`config.mk`:
```
export PLATFORM = sky130hd
export DESIGN_NAME = i64d_post
export DESIGN_NICKNAME = d
export VERILOG_FILES = /design/src/design/i64d_pkg.sv /design/src/design/i64d_post.sv
export SDC_FILE = /design/constraint.sdc
export NUM_CORES = 1
export LEC_CHECK = 0
export BUFFER_PORTS_ARGS = -buffer_cell sky130_fd_sc_hd__buf_4
export CAP_MARGIN = 5
export CORE_MARGIN = 3
export CORE_UTILIZATION = 40
export CTS_CLUSTER_DIAMETER = 200
export DETAILED_ROUTE_END_ITERATION = 16
export PLACE_DENSITY = 0.75
export SETUP_SLACK_MARGIN = 0.02
export SYNTH_ARGS = -nofsm -noshare
export SYNTH_HDL_FRONTEND = slang
export SYNTH_SLANG_ARGS = --single-unit
```
`constraint.sdc`:
```
create_clock -name clock -period 3.8 [get_ports clock]
set_input_delay 0.76 -clock clock [delete_from_list [all_inputs] [get_ports clock]]
set_output_delay 0.76 -clock clock [all_outputs]
set_load 0.05 [all_outputs]
```
`src/design/i64d_pkg.sv`:
```
// Package for the pipelined restoring divider.
// Holds the operand width, pipeline latency and the stage control struct.
// Used by every module under design/.
`timescale 1ns / 1ps

package i64d_pkg;

   localparam int WIDTH   = 64;
   // one conditioning stage, WIDTH division cells, one sign-fixup stage
   localparam int LATENCY = WIDTH + 2;

   typedef logic [WIDTH-1:0] word_type;

   typedef struct packed {
      logic valid;
      logic neg_q;
      logic neg_r;
   } ctl_type;

endpackage

```
`src/design/i64d_post.sv`:
```
// Sign fixup stage: negates quotient and remainder as the operand signs ask
// and registers the result strobe. Depends on i64d_pkg.
`timescale 1ns / 1ps

module i64d_post (
   input  logic                  clock,
   input  logic                  reset,
   input  i64d_pkg::ctl_type     ctl_i,
   input  i64d_pkg::word_type    rem_i,
   input  i64d_pkg::word_type    quo_i,
   output logic                  valid_o,
   output i64d_pkg::word_type    quotient_o,
   output i64d_pkg::word_type    remainder_o
);
   import i64d_pkg::*;

   logic     valid_ff;
   word_type quo_ff, quo_in;
   word_type rem_ff, rem_in;

   always_comb begin
      quo_in = ctl_i.neg_q ? (~quo_i + word_type'(1)) : quo_i;
      rem_in = ctl_i.neg_r ? (~rem_i + word_type'(1)) : rem_i;
   end

   always_ff @(posedge clock) begin
      if (reset) begin
         valid_ff <= 1'b0;
      end else begin
         valid_ff <= ctl_i.valid;
      end
      quo_ff <= quo_in;
      rem_ff <= rem_in;
   end

   assign valid_o     = valid_ff;
   assign quotient_o  = quo_ff;
   assign remainder_o = rem_ff;

endmodule

```
# After elaboration in Yosys (flattened, before gate mapping)
# Index checks and enable logic that the tools add are counted.
dict set report totals {
  regBits 129
  in_bits 133
}
dict set report classes {
  n_addsub 2
  mux 2
  bitwise 2
}
# cell count
set op_table {}
lappend op_table {{64-bit by 1-bit adder with 64-bit output, second input constant} 2}
lappend op_table {{64-bit two-way mux} 2}
lappend op_table {{64-bit NOT} 2}

# Depth between registers and ports, before layout
dict set report logic_depth {
  word_depth 3
  mapped_depth 8
  mapped_depth_nobuf 7
}

# Worst setup path after synthesis
# No wires, ideal clock.
dict set report synth_timing {
  path_type {input-to-reg}
  from {input port rem_i[1]}
  to {register rem_ff[60] (netlist: remainder_o[60])}
  setup_ns 0.072
  arrival_time_ns 2.765
  t_required_ns 3.728
  setup_slack_ns 0.963
  cell_stages 7
  cell_sequence {inv_1 ha_1 or4b_1 or4_4 or4_4 o41ai_2 xnor2_1}
}
dict set report synth_between {
  elab_chain_len 3
}
# item line_no
set synth_lines {}
lappend synth_lines {{from (decl)} i64d_post.sv:9} ;# input i64d_pkg::word_type rem_i,
lappend synth_lines {{64-bit NOT} i64d_post.sv:23} ;# rem_in = ctl_i.neg_r ? (~rem_i + word_type'(1)) : rem_i;
lappend synth_lines {{64-bit by 1-bit adder with 64-bit output} i64d_post.sv:23}
lappend synth_lines {{64-bit two-way mux} i64d_post.sv:23}
lappend synth_lines {{via rem_in[60]} i64d_post.sv:19} ;# word_type rem_ff, rem_in;
lappend synth_lines {{to (signal assigned)} i64d_post.sv:33} ;# rem_ff <= rem_in;
lappend synth_lines {{to (decl)} i64d_post.sv:19}
# The timed path passes the listed nets, and every way through them passes these cells.
# A chain may end at the register's enable or synchronous reset.

# Worst setup path in the final report
# Same ends and word-level chain as after synthesis.

==> results by group <==
Die
  – Full die area: 15200 sq um
  – Die height: 123 microns
  – Initial Util: 41.3%
  – Die X: 123 microns
  – Area of the core: 13300 sq um
  – Ports: 262
  – Standard-cell rows: 42

Synthesis
  – Compound-Gate Fraction of Synth Area: 12.9%
  – Synth Register Bits: 129
  – Adder-Cell Fraction of Synth Area: 0.454%
  – Post-Syn Area: 5510 sq um
  – Syn Inst Count: 557
  – Post-Synth XOR/XNOR Area: 19.7%
  – Post-synthesis sequential area ratio: 46.9%
  – Yosys Warn Count: 0
  – Mux cell area share after synthesis: 0%
  – Largest family of logic cells by synthesized area: XOR/XNOR gates
  – Syn avg cell area: 9.89 sq um
  – Simple logic cell fraction of the synthesized area: 18.6%
  – Syn Nets: 692
  – Post-synth cell types: 29

Pwr
  – Worst VDD drop: 0.272 mV
  – Pwr dens: 516 nW/um^2
  – LEAKAGE: 3.29 nW

Detailed routing
  – Highest Signal Layer: met4
  – Via Count: 5298
  – Drt total wl: 17700 microns
  – DRC errors left: 0
  – Drt first pass iters: 5
  – Post-DRT Antenna Nets: 0
  – WL met2: 8860 microns
  – Initial DRC count: 270
  – Avg Vias per Cell: 5.24
  – M1 wire length: 6370 microns
  – Per-cell routed wire length: 17.5 microns
  – Metal3 WL: 2000 microns

Min path
  – HP Class: in2reg
  – Hold Crit Endpoint: quotient_o[0]
  – Critical hold path startpoint: quo_i[0]
  – Hold Path Depth: 1

STA
  – Rel. slew slack: 60.9%
  – Fin crit share: 71.6%
  – Final min period: 2720 ps
  – Setup-failing EPs final: 0
  – Setup TNS: 0 ps
  – Max Clk Rate: 0.367 GHz
  – RSZ-0062 raised after global routing: no
  – Worst slew pin tran: 581 ps
  – Max-slew violations: 0
  – Final hold violation count: 0

Job
  – Max cap viols: 0

Critical path
  – Maximum fanout along the worst path: 6
  – Crit start category: input pin
  – Top delay family on crit path: simple AND/OR/NAND/NOR gates
  – Slowest CP cell: or4b_1
  – Top cell by count, worst path: or4_4
  – Slowest Stage Delay on Critical Path: 540 ps
  – Crit path buf inv count: 2
  – Required time of the critical path: 4140 ps
  – Crit-path cells: buf_4 -> inv_1 -> ha_1 -> or4b_1 -> or4_4 -> or4_4 -> o41ai_2 -> xnor2_1
  – Crit path DAT: 3060 ps
  – Crit Path Class: in2reg
  – Capturing element type of the critical path: flip-flop

Global route
  – Vias in the first global route: 5322
  – First-pass GRT wire length: 26400 microns
  – Initial antenna violation count: 0
  – Gr usage total: 22.4%
  – Grt total ovfl: 0
  – Largest net degree at the start of global routing: 65

CTS
  – Post-CTS sizing: 0
  – CTS Buf Count: 17
  – Setup Fix Bufs, Post-CTS: 0
  – Clk slew on worst S/H paths: 50 ps
  – CTS tree: yes
  – Clock buffer depth: 2
  – CTS Root Cell: clkbuf_16
  – Hold Buf Count CTS: 0
  – CTS H-tree lvls: 4
  – Clk sinks: 129

Finish
  – Layout Cells excl Fill: 1012
  – Ant. Diodes: 0
  – Layout cells sized above 1: 37.2%
  – Multi-input logic area: 2850 sq um
  – Final Core Density: 61.6%
  – Layout fillers: 1122
  – Sequential Area: 2580 sq um
  – Final net count: 959
  – Area growth, synth to finish: 49.2%

Place
  – IO Port Bufs: 261
  – Dpl hpwl: 14100 microns
  – # placed instances: 981
  – Final Wtd Congestion: 0.895

Run status
  – Status: completed
cell type report:
class | count | area share, %
clock inverter | 11 | 1.40
clock buffer | 20 | 5.43
inverter | 4 | 0.183
timing repair buffer | 266 | 24.3
sequential | 129 | 31.4
multi-input combinational | 406 | 34.6
tap | 176 | 2.68
cell families (layout without fill, tap and decap cells):
family | Yosys count | count (layout)
buf+inv | 22 | 301
fa+ha+maj | 2 | 2
simple gates | 180 | 180
compound gates | 100 | 100
xor+xnor | 124 | 124
flops | 129 | 129
worst max-delay path by stage:
stage	startpoint	to	slack, ps	cells after the start
floorplan	rem_i[1]	remainder_o[60]	960	7
global placement	rem_i[1]	remainder_o[60]	710	8
detailed placement	rem_i[1]	remainder_o[60]	660	8
CTS	rem_i[1]	remainder_o[60]	1090	8
global route	rem_i[1]	remainder_o[60]	980	8
finish	rem_i[1]	remainder_o[60]	1080	8
layout by cell type, fill, tap and decap left out, types with 8 or more instances in the layout:
master,synthesis,final
clkbuf_16,0,17
or4_1,27,27
o41ai_1,20,20
xnor2_1,124,124
nand3_1,10,10
nor4_1,14,14
or3_1,25,25
o31ai_1,40,40
nor2_1,15,15
dfxtp_1,129,129
nand4_1,8,8
nor3_1,12,12
nand2_1,44,44
buf_4,0,266
o21ai_0,35,35
state kept, by name (all words and copies together), names as in the netlist:
| signal | flops |
|---|---|
| quotient_o | 64 |
| remainder_o | 64 |
| valid_o | 1 |
metal layers:
| layer | GRT usage [%] | up-vias |
|---|---|---|
| li1 | - | 2572 |
| met2 | 39.8 | 275 |
| met4 | 9.76 | 0 |
| met3 | 10.3 | 34 |
| met1 | 22.5 | 2417 |
| met5 | 0 | - |
metrics by stage:
stage | setup WS [ps] | total power (W) | area, sq um | hold slack, ps
after floorplan | 963 | 0.00227 | 5510 | 788
after global placement | 710 | 0.00271 | 7660 | 884
after detailed placement | 657 | 0.00272 | 7660 | 894
after CTS | 1090 | 0.00427 | 8220 | 457
after global routing | 981 | 0.00438 | 8220 | 461
final | 1080 | 0.00424 | 8220 | 478
where the power goes:
| group | total (W) | switching, W | internal, W |
|---|---|---|---|
| registers | 0.00155 | 0.0000460 | 0.00150 |
| logic | 0.00115 | 0.000759 | 0.000386 |
| clock network | 0.00155 | 0.000580 | 0.000972 |
cells in the mapped netlist:
| cell type | count | area (sq um) |
|---|---|---|
| and4_1 | 1 | 8.76 |
| buf_1 | 2 | 7.51 |
| clkbuf_1 | 16 | 60.1 |
| dfxtp_1 | 129 | 2580 |
| ha_1 | 2 | 25.0 |
| inv_1 | 4 | 15.0 |
| nand2_1 | 44 | 165 |
| nand2b_1 | 7 | 43.8 |
| nand3_1 | 10 | 50.1 |
| nand4_1 | 8 | 50.1 |
| nand4b_1 | 1 | 8.76 |
| nor2_1 | 15 | 56.3 |
| nor2b_1 | 1 | 6.26 |
| nor3_1 | 12 | 60.1 |
| nor4_1 | 14 | 87.6 |
| nor4_2 | 2 | 25.0 |
| o21ai_0 | 35 | 175 |
| o21ai_1 | 2 | 10.0 |
| o31ai_1 | 40 | 300 |
| o41ai_1 | 20 | 175 |
| o41ai_2 | 3 | 48.8 |
| or2_1 | 1 | 6.26 |
| or2_2 | 7 | 43.8 |
| or3_1 | 25 | 156 |
| or4_1 | 27 | 203 |
| or4_4 | 3 | 33.8 |
| or4b_1 | 1 | 10.0 |
| or4b_2 | 1 | 10.0 |
| xnor2_1 | 124 | 1090 |
(Power assumes the default switching activity.)
