`src/design/i64d_pkg.sv`:
```
// Package for the pipelined restoring divider.
// Holds the operand width, pipeline latency and the stage control struct.
// Used by every module under design/.
`timescale 1ns / 1ps

package i64d_pkg;

   localparam int WIDTH   = 64;
   // one conditioning stage, WIDTH division cells, one sign-fixup stage
   localparam int LATENCY = WIDTH + 2;

   typedef logic [WIDTH-1:0] word_type;

   typedef struct packed {
      logic valid;
      logic neg_q;
      logic neg_r;
   } ctl_type;

endpackage

```
`src/design/i64d_pre.sv`:
```
// Operand conditioning stage: takes the request and registers the magnitudes.
// Depends on i64d_pkg.
`timescale 1ns / 1ps

module i64d_pre (
   input  logic                  clock,
   input  logic                  reset,
   input  logic                  accept,
   input  logic                  cmd,
   input  i64d_pkg::word_type    dividend,
   input  i64d_pkg::word_type    divisor,
   output i64d_pkg::ctl_type     ctl_o,
   output i64d_pkg::word_type    work_o,
   output i64d_pkg::word_type    den_o
);
   import i64d_pkg::*;

   ctl_type  ctl_ff, ctl_in;
   word_type work_ff, work_in;
   word_type den_ff, den_in;
   logic     a_neg, b_neg;

   always_comb begin
      a_neg        = cmd & dividend[WIDTH-1];
      b_neg        = cmd & divisor[WIDTH-1];
      ctl_in.valid = accept;
      ctl_in.neg_q = a_neg ^ b_neg;
      ctl_in.neg_r = a_neg;
      work_in      = a_neg ? (~dividend + word_type'(1)) : dividend;
      den_in       = b_neg ? (~divisor + word_type'(1)) : divisor;
   end

   always_ff @(posedge clock) begin
      if (reset) begin
         ctl_ff.valid <= 1'b0;
      end else begin
         ctl_ff <= ctl_in;
      end
      work_ff <= work_in;
      den_ff  <= den_in;
   end

   assign ctl_o  = ctl_ff;
   assign work_o = work_ff;
   assign den_o  = den_ff;

endmodule

```
`config.mk`:
```
export PLATFORM = sky130hd
export DESIGN_NAME = i64d_pre
export DESIGN_NICKNAME = d
export VERILOG_FILES = /design/src/design/i64d_pkg.sv /design/src/design/i64d_pre.sv
export SDC_FILE = /design/constraint.sdc
export NUM_CORES = 1
export LEC_CHECK = 0
export ABC_AREA = 1
export BUFFER_PORTS_ARGS = -buffer_cell sky130_fd_sc_hd__buf_4
export CAP_MARGIN = 15
export CORE_ASPECT_RATIO = 1.25
export CORE_UTILIZATION = 30
export DETAILED_ROUTE_END_ITERATION = 12
export SLEW_MARGIN = 20
export SYNTH_ARGS = -nofsm -noshare
export SYNTH_HDL_FRONTEND = slang
export SYNTH_SLANG_ARGS = --single-unit
```
`constraint.sdc`:
```
create_clock -name clock -period 4.1 [get_ports clock]
set_input_delay 0.41 -clock clock [delete_from_list [all_inputs] [get_ports clock]]
set_output_delay 0.41 -clock clock [all_outputs]
set_load 0.03 [all_outputs]
```
# --- Word-level counts from Yosys, hierarchy flattened ---
# Cells that the tools add are included.
totals:
  ff_bits: 131
  input_bits: 132
  out_inout_bits: 131
  word_cells: 14
classes:
  addsub: 2
  muxes: 2
  n_bitwise: 5
op_table:
  columns: ["cell", "count"]
  rows:
  - ["adder 64 x 1 -> 64 bit, second input constant", 2]
  - ["2-to-1 mux 64 bit", 2]
  - ["NOT 64 bit", 2]
  - ["AND 1 bit", 2]
  - ["XOR 1 bit", 1]

# --- Longest topological paths before layout ---
logic_depth:
  word_depth: 3
  mapped_depth: 12
  depth_no_buf: 12

# --- Worst setup path after synthesis ---
# OpenSTA, ideal clock, no wires.
synth_path:
  path_kind: "in2reg"
  start: "in divisor[1]"
  end: "reg den_ff[58], in the netlist den_o[58]"
  setup_ns: 0.112
  arrival_ns: 1.459
  required_time_ns: 3.988
  setup_slack_ns: 2.529
  cell_stages: 9
  n_path_buf: 0
  cell_sequence: "inv_1 > ha_1 > nand3_2 > o21ai_1 > nand3_2 > nor2_2 > nand2_1 > nand2_1 > nand2_1"
synth_between:
  elab_chain_cells: 3
synth_rtl:
  columns: ["item", "line", "source"]
  rows:
  - ["start, declared", "i64d_pre.sv:11", "input i64d_pkg::word_type divisor,"]
  - ["NOT 64 bit", "i64d_pre.sv:30", "den_in = b_neg ? (~divisor + word_type'(1)) : divisor;"]
  - ["adder 64 x 1 -> 64 bit", "i64d_pre.sv:30", null]
  - ["2-to-1 mux 64 bit", "i64d_pre.sv:30", null]
  - ["named net den_in[58]", "i64d_pre.sv:20", "word_type den_ff, den_in;"]
  - ["end signal, assigned", "i64d_pre.sv:40", "den_ff <= den_in;"]
  - ["end, declared", "i64d_pre.sv:20", null]
# The timed path passes the listed nets, and every way through them passes these cells.
# A chain may end at the register's enable or synchronous reset.

# --- Final worst setup path ---
layout_path:
  start: "in cmd"
  end: "reg den_ff[50], in the netlist den_o[50]"
layout_between:
  elab_chain_cells: 2
layout_rtl:
  columns: ["item", "line", "source"]
  rows:
  - ["start, declared", "i64d_pre.sv:9", "input logic cmd,"]
  - ["AND 1 bit", "i64d_pre.sv:25", "b_neg = cmd & divisor[WIDTH-1];"]
  - ["2-to-1 mux 64 bit", "i64d_pre.sv:30", null]
  - ["named net den_in[50]", "i64d_pre.sv:20", null]
# The timed path passes the listed nets, and every way through them passes these cells.

==> run summary <==
The flow ran to the end, and the final reports show no timing, DRC or antenna violations. For this run, design rule violations remaining after detail routing come to 0. The number of search-and-repair iterations in the first detailed-routing pass was 6. The setup TNS after final layout was 0 ns; the post-layout minimum cycle time was 2.29 ns.

The cell that appears most often on the critical path is nand2_1. For this run, the slowest stage of the critical path takes 0.76 ns. The number of I/O port buffers was 262. Across every metal layer, demand over resource in global routing totals 23.2%.

The run gives 33 as the distinct cell type count after synthesis. The average detailed-routed wire length per instance is 16.7 um, and the relative contribution of the clock network to total power is 39.1%. The internal power of the cells totals 2.78 mW.

The critical path is of the input port to flop type. Setup repair after global routing left no endpoint under its margin. Measured against its own limit, the worst slew margin works out to 41.1%. After synthesis, flip-flops and latches occupy 36.6% of the total area.

Synthesized cell area: 7230 um2. Each instance of the synthesized netlist takes up on average 6.50 um2. Of the cells placed in the final design, the portion with a size suffix greater than 1 is 24.7%. The maximum fanout count along the critical path came out at 58.

The slowest cell on the critical path is clkinv_2. Of the available clock period, the critical path in the final layout requires 55.8%. The floorplan has 63 rows. The number of nets in the synthesized netlist is 1246.

The first global-routing pass estimated 42.8 mm of wire. Setup violations remaining at the end of the flow were counted as 0. In this run the horizontal extent of the chip is 141 um. The synthesized design contains 131 register bits.

Static leakage: 4.87 nW. After detailed routing, the number of vias per cell comes to 4.74. 0 antenna diodes ended up in the layout. The tools report the placer congestion estimate as 0.963. The sequential share of power was 35.6%; the initial DRC count was 471. Relative to the synthesized area, the layout overhead comes to 39.6%. The worst hold slack was 0.0939 ns. Type of origin of the critical path: an input port. In this run the power spent charging and discharging nets is 1.33 mW. The initial utilization of the core area, before any placement, comes to 30.6%. Quantity of gates resized following cts: 0. The cell count after synthesis is 1112, and the overall overflow remaining after global route is 0.

The portion of total power attributed to combinational logic is 25.3%. TritonCTS built the clock tree. The required time of the critical path is 4.44 ns, and the H-tree level count is 4. The number of max-slew violations in the final report is 0. For this block, the routed nets add up to 28.1 mm of wire. The die covers 24700 um2. The number of clock buffers added by TritonCTS is 17. For the total half-perimeter wirelength after legalization and detailed placement, the log shows 23.6 mm.

Detailed routing inserted a total of 7987 vias. The die is 176 um tall. The CTS clock-pin slew for the worst setup and hold paths is 0.07 ns, and the upper clock frequency limit is 0.437 GHz. Type of element capturing the critical path: a flop. The net count of the finished layout is 1514. The run gives 263 as the total I/O pin count.

The data arrival at the endpoint of the critical path came out at 2.62 ns. Clock tree synthesis selected as its root buffer the cell clkbuf_16. The number of endpoints with negative hold slack in the final report is 0, and the proportion of synthesized flip-flops having asynchronous set or reset is 0%. Worst hold path class: input port to flop. The maximum vdd ir drop is 0.315 mV, and the slew at the pin with the worst max-slew slack is 0.884 ns. For the via count of the first global-routing pass, the log shows 8114.

For this run, the leading register cell type out of synthesis is dfxtp_1. The switching fraction of total power is 32.4%. For the clock net sink count, the log shows 131. During synthesis, Yosys emitted a total of 0 warnings.

The run gives 0 as the number of hold-repair buffers added at the cts stage. Summing internal, switching and leakage power gives 4.12 mW. Dividing total power by cell area gives a power density of 408 nW/um2. Yosys mapped a number of flops with a built-in enable equal to 2.

In this run the remaining antenna-violating nets after routing total 0. Walking the worst path, the cells encountered are buf_4 -> nand2_2 -> clkinv_2 -> o21ai_1 -> nand3_2 -> nor2_4 -> nand2_1 -> nand2_1 -> nand2_1. For the number of antenna violations at the first check in global routing, the log shows 0. Core area: 23600 um2.

The tools report the maximum buffer depth of the clock tree as 2. The maximum number of pins on one net before global-route repair was 59. The count of maximum capacitance violations was 0. Post-CTS timing repair inserted 0 buffers for setup.
worst paths after layout:
path	startpoint	end	depth (start not counted)
hold / removal	dividend[0]	work_o[0]$_DFF_P_	1
setup / recovery	cmd	den_o[50]$_DFF_P_	9
cell usage after synthesis (9+ instances only):
cell | instances | area (um2)
nand2_1 | 376 | 1410
nor2_1 | 207 | 777
dfxtp_1 | 129 | 2580
inv_1 | 100 | 375
nand3_1 | 86 | 430
nand4_1 | 34 | 213
xor2_1 | 32 | 280
xnor2_1 | 29 | 254
o21ai_0 | 23 | 115
nor2_4 | 9 | 101
critical path: cells and delay by family:
kind | cells | cell delay [ns]
buf+inv | 2 | 0.89
simple gates | 6 | 0.84
compound gates | 1 | 0.44
power by group through the flow:
stage | clock (mW) | combinational (mW) | sequential [mW]
after floorplan | 0 | 0.302 | 1.76
after global placement | 0 | 1.04 | 1.50
final | 1.61 | 1.04 | 1.47
after global routing | 1.68 | 1.12 | 1.47
after CTS | 1.64 | 1.05 | 1.47
after detailed placement | 0 | 1.04 | 1.49
layout make-up:
type,count,area (um2)
clock buffers,19,453
clock inverters,13,156
fillers,2508,13600
inverters,104,392
multi-input cells,863,4110
flip-flops and latches,131,2640
well taps,292,365
repair buffers,263,1970
cells in the final DEF, fill, tap and decap left out, drive strengths merged:
cell / synthesis / routed
a21oi: 8 / 8
xnor2: 29 / 29
xor2: 32 / 32
clkbuf: 2 / 19
nand4: 34 / 34
inv: 103 / 104
a31oi: 1 / 1
o21ai: 42 / 42
nand3b: 6 / 6
nor2: 224 / 224
ha: 2 / 2
or2: 2 / 2
a21boi: 1 / 1
nand3: 92 / 92
nor3: 2 / 2
buf: 12 / 263
edfxtp: 2 / 2
dfxtp: 129 / 129
clkinv: 1 / 7
o21bai: 1 / 1
a21o: 1 / 1
nand2: 386 / 386
bufinv: 0 / 3
clkinvlp: 0 / 3
kinds of logic (layout without fill, tap and decap cells):
family,Yosys count,in the layout,share of synthesized area (%)
AO/OA/AOI/OAI,54,54,5.05
buffers and inverters,118,399,6.61
AND/OR/NAND/NOR,746,746,44.0
adder cells (fa/ha/maj),2,2,0.346
XOR/XNOR,61,61,7.39
flip-flops,131,131,36.6
registers in the layout, indices dropped and copies added, names as in the netlist:
name / flops
den_o: 64
ctl_o: 3
work_o: 64
stage by stage:
stage	std cells	cell area [um2]	setup slack (ns)	util [%]
after floorplan	1112	7230	2.53	-
after global placement	1653	9480	1.68	40.1
after detailed placement	1653	9480	1.62	40.1
after CTS	1685	10100	2.07	42.7
after global routing	1685	10100	1.55	42.7
final	1685	10100	1.81	42.7
routing by layer:
metal / share of wire, % / wire length (um) / GRT usage (%) / up-vias
met5: 0 / 0 / 0 / -
met3: 5.8 / 1630 / 4.96 / 69
met2: 52 / 14500 / 43.7 / 330
li1: - / - / - / 4024
met4: 5.2 / 1460 / 13.3 / 0
met1: 37 / 10500 / 23.4 / 3564
Note: power is estimated with default switching activity, not from simulation.
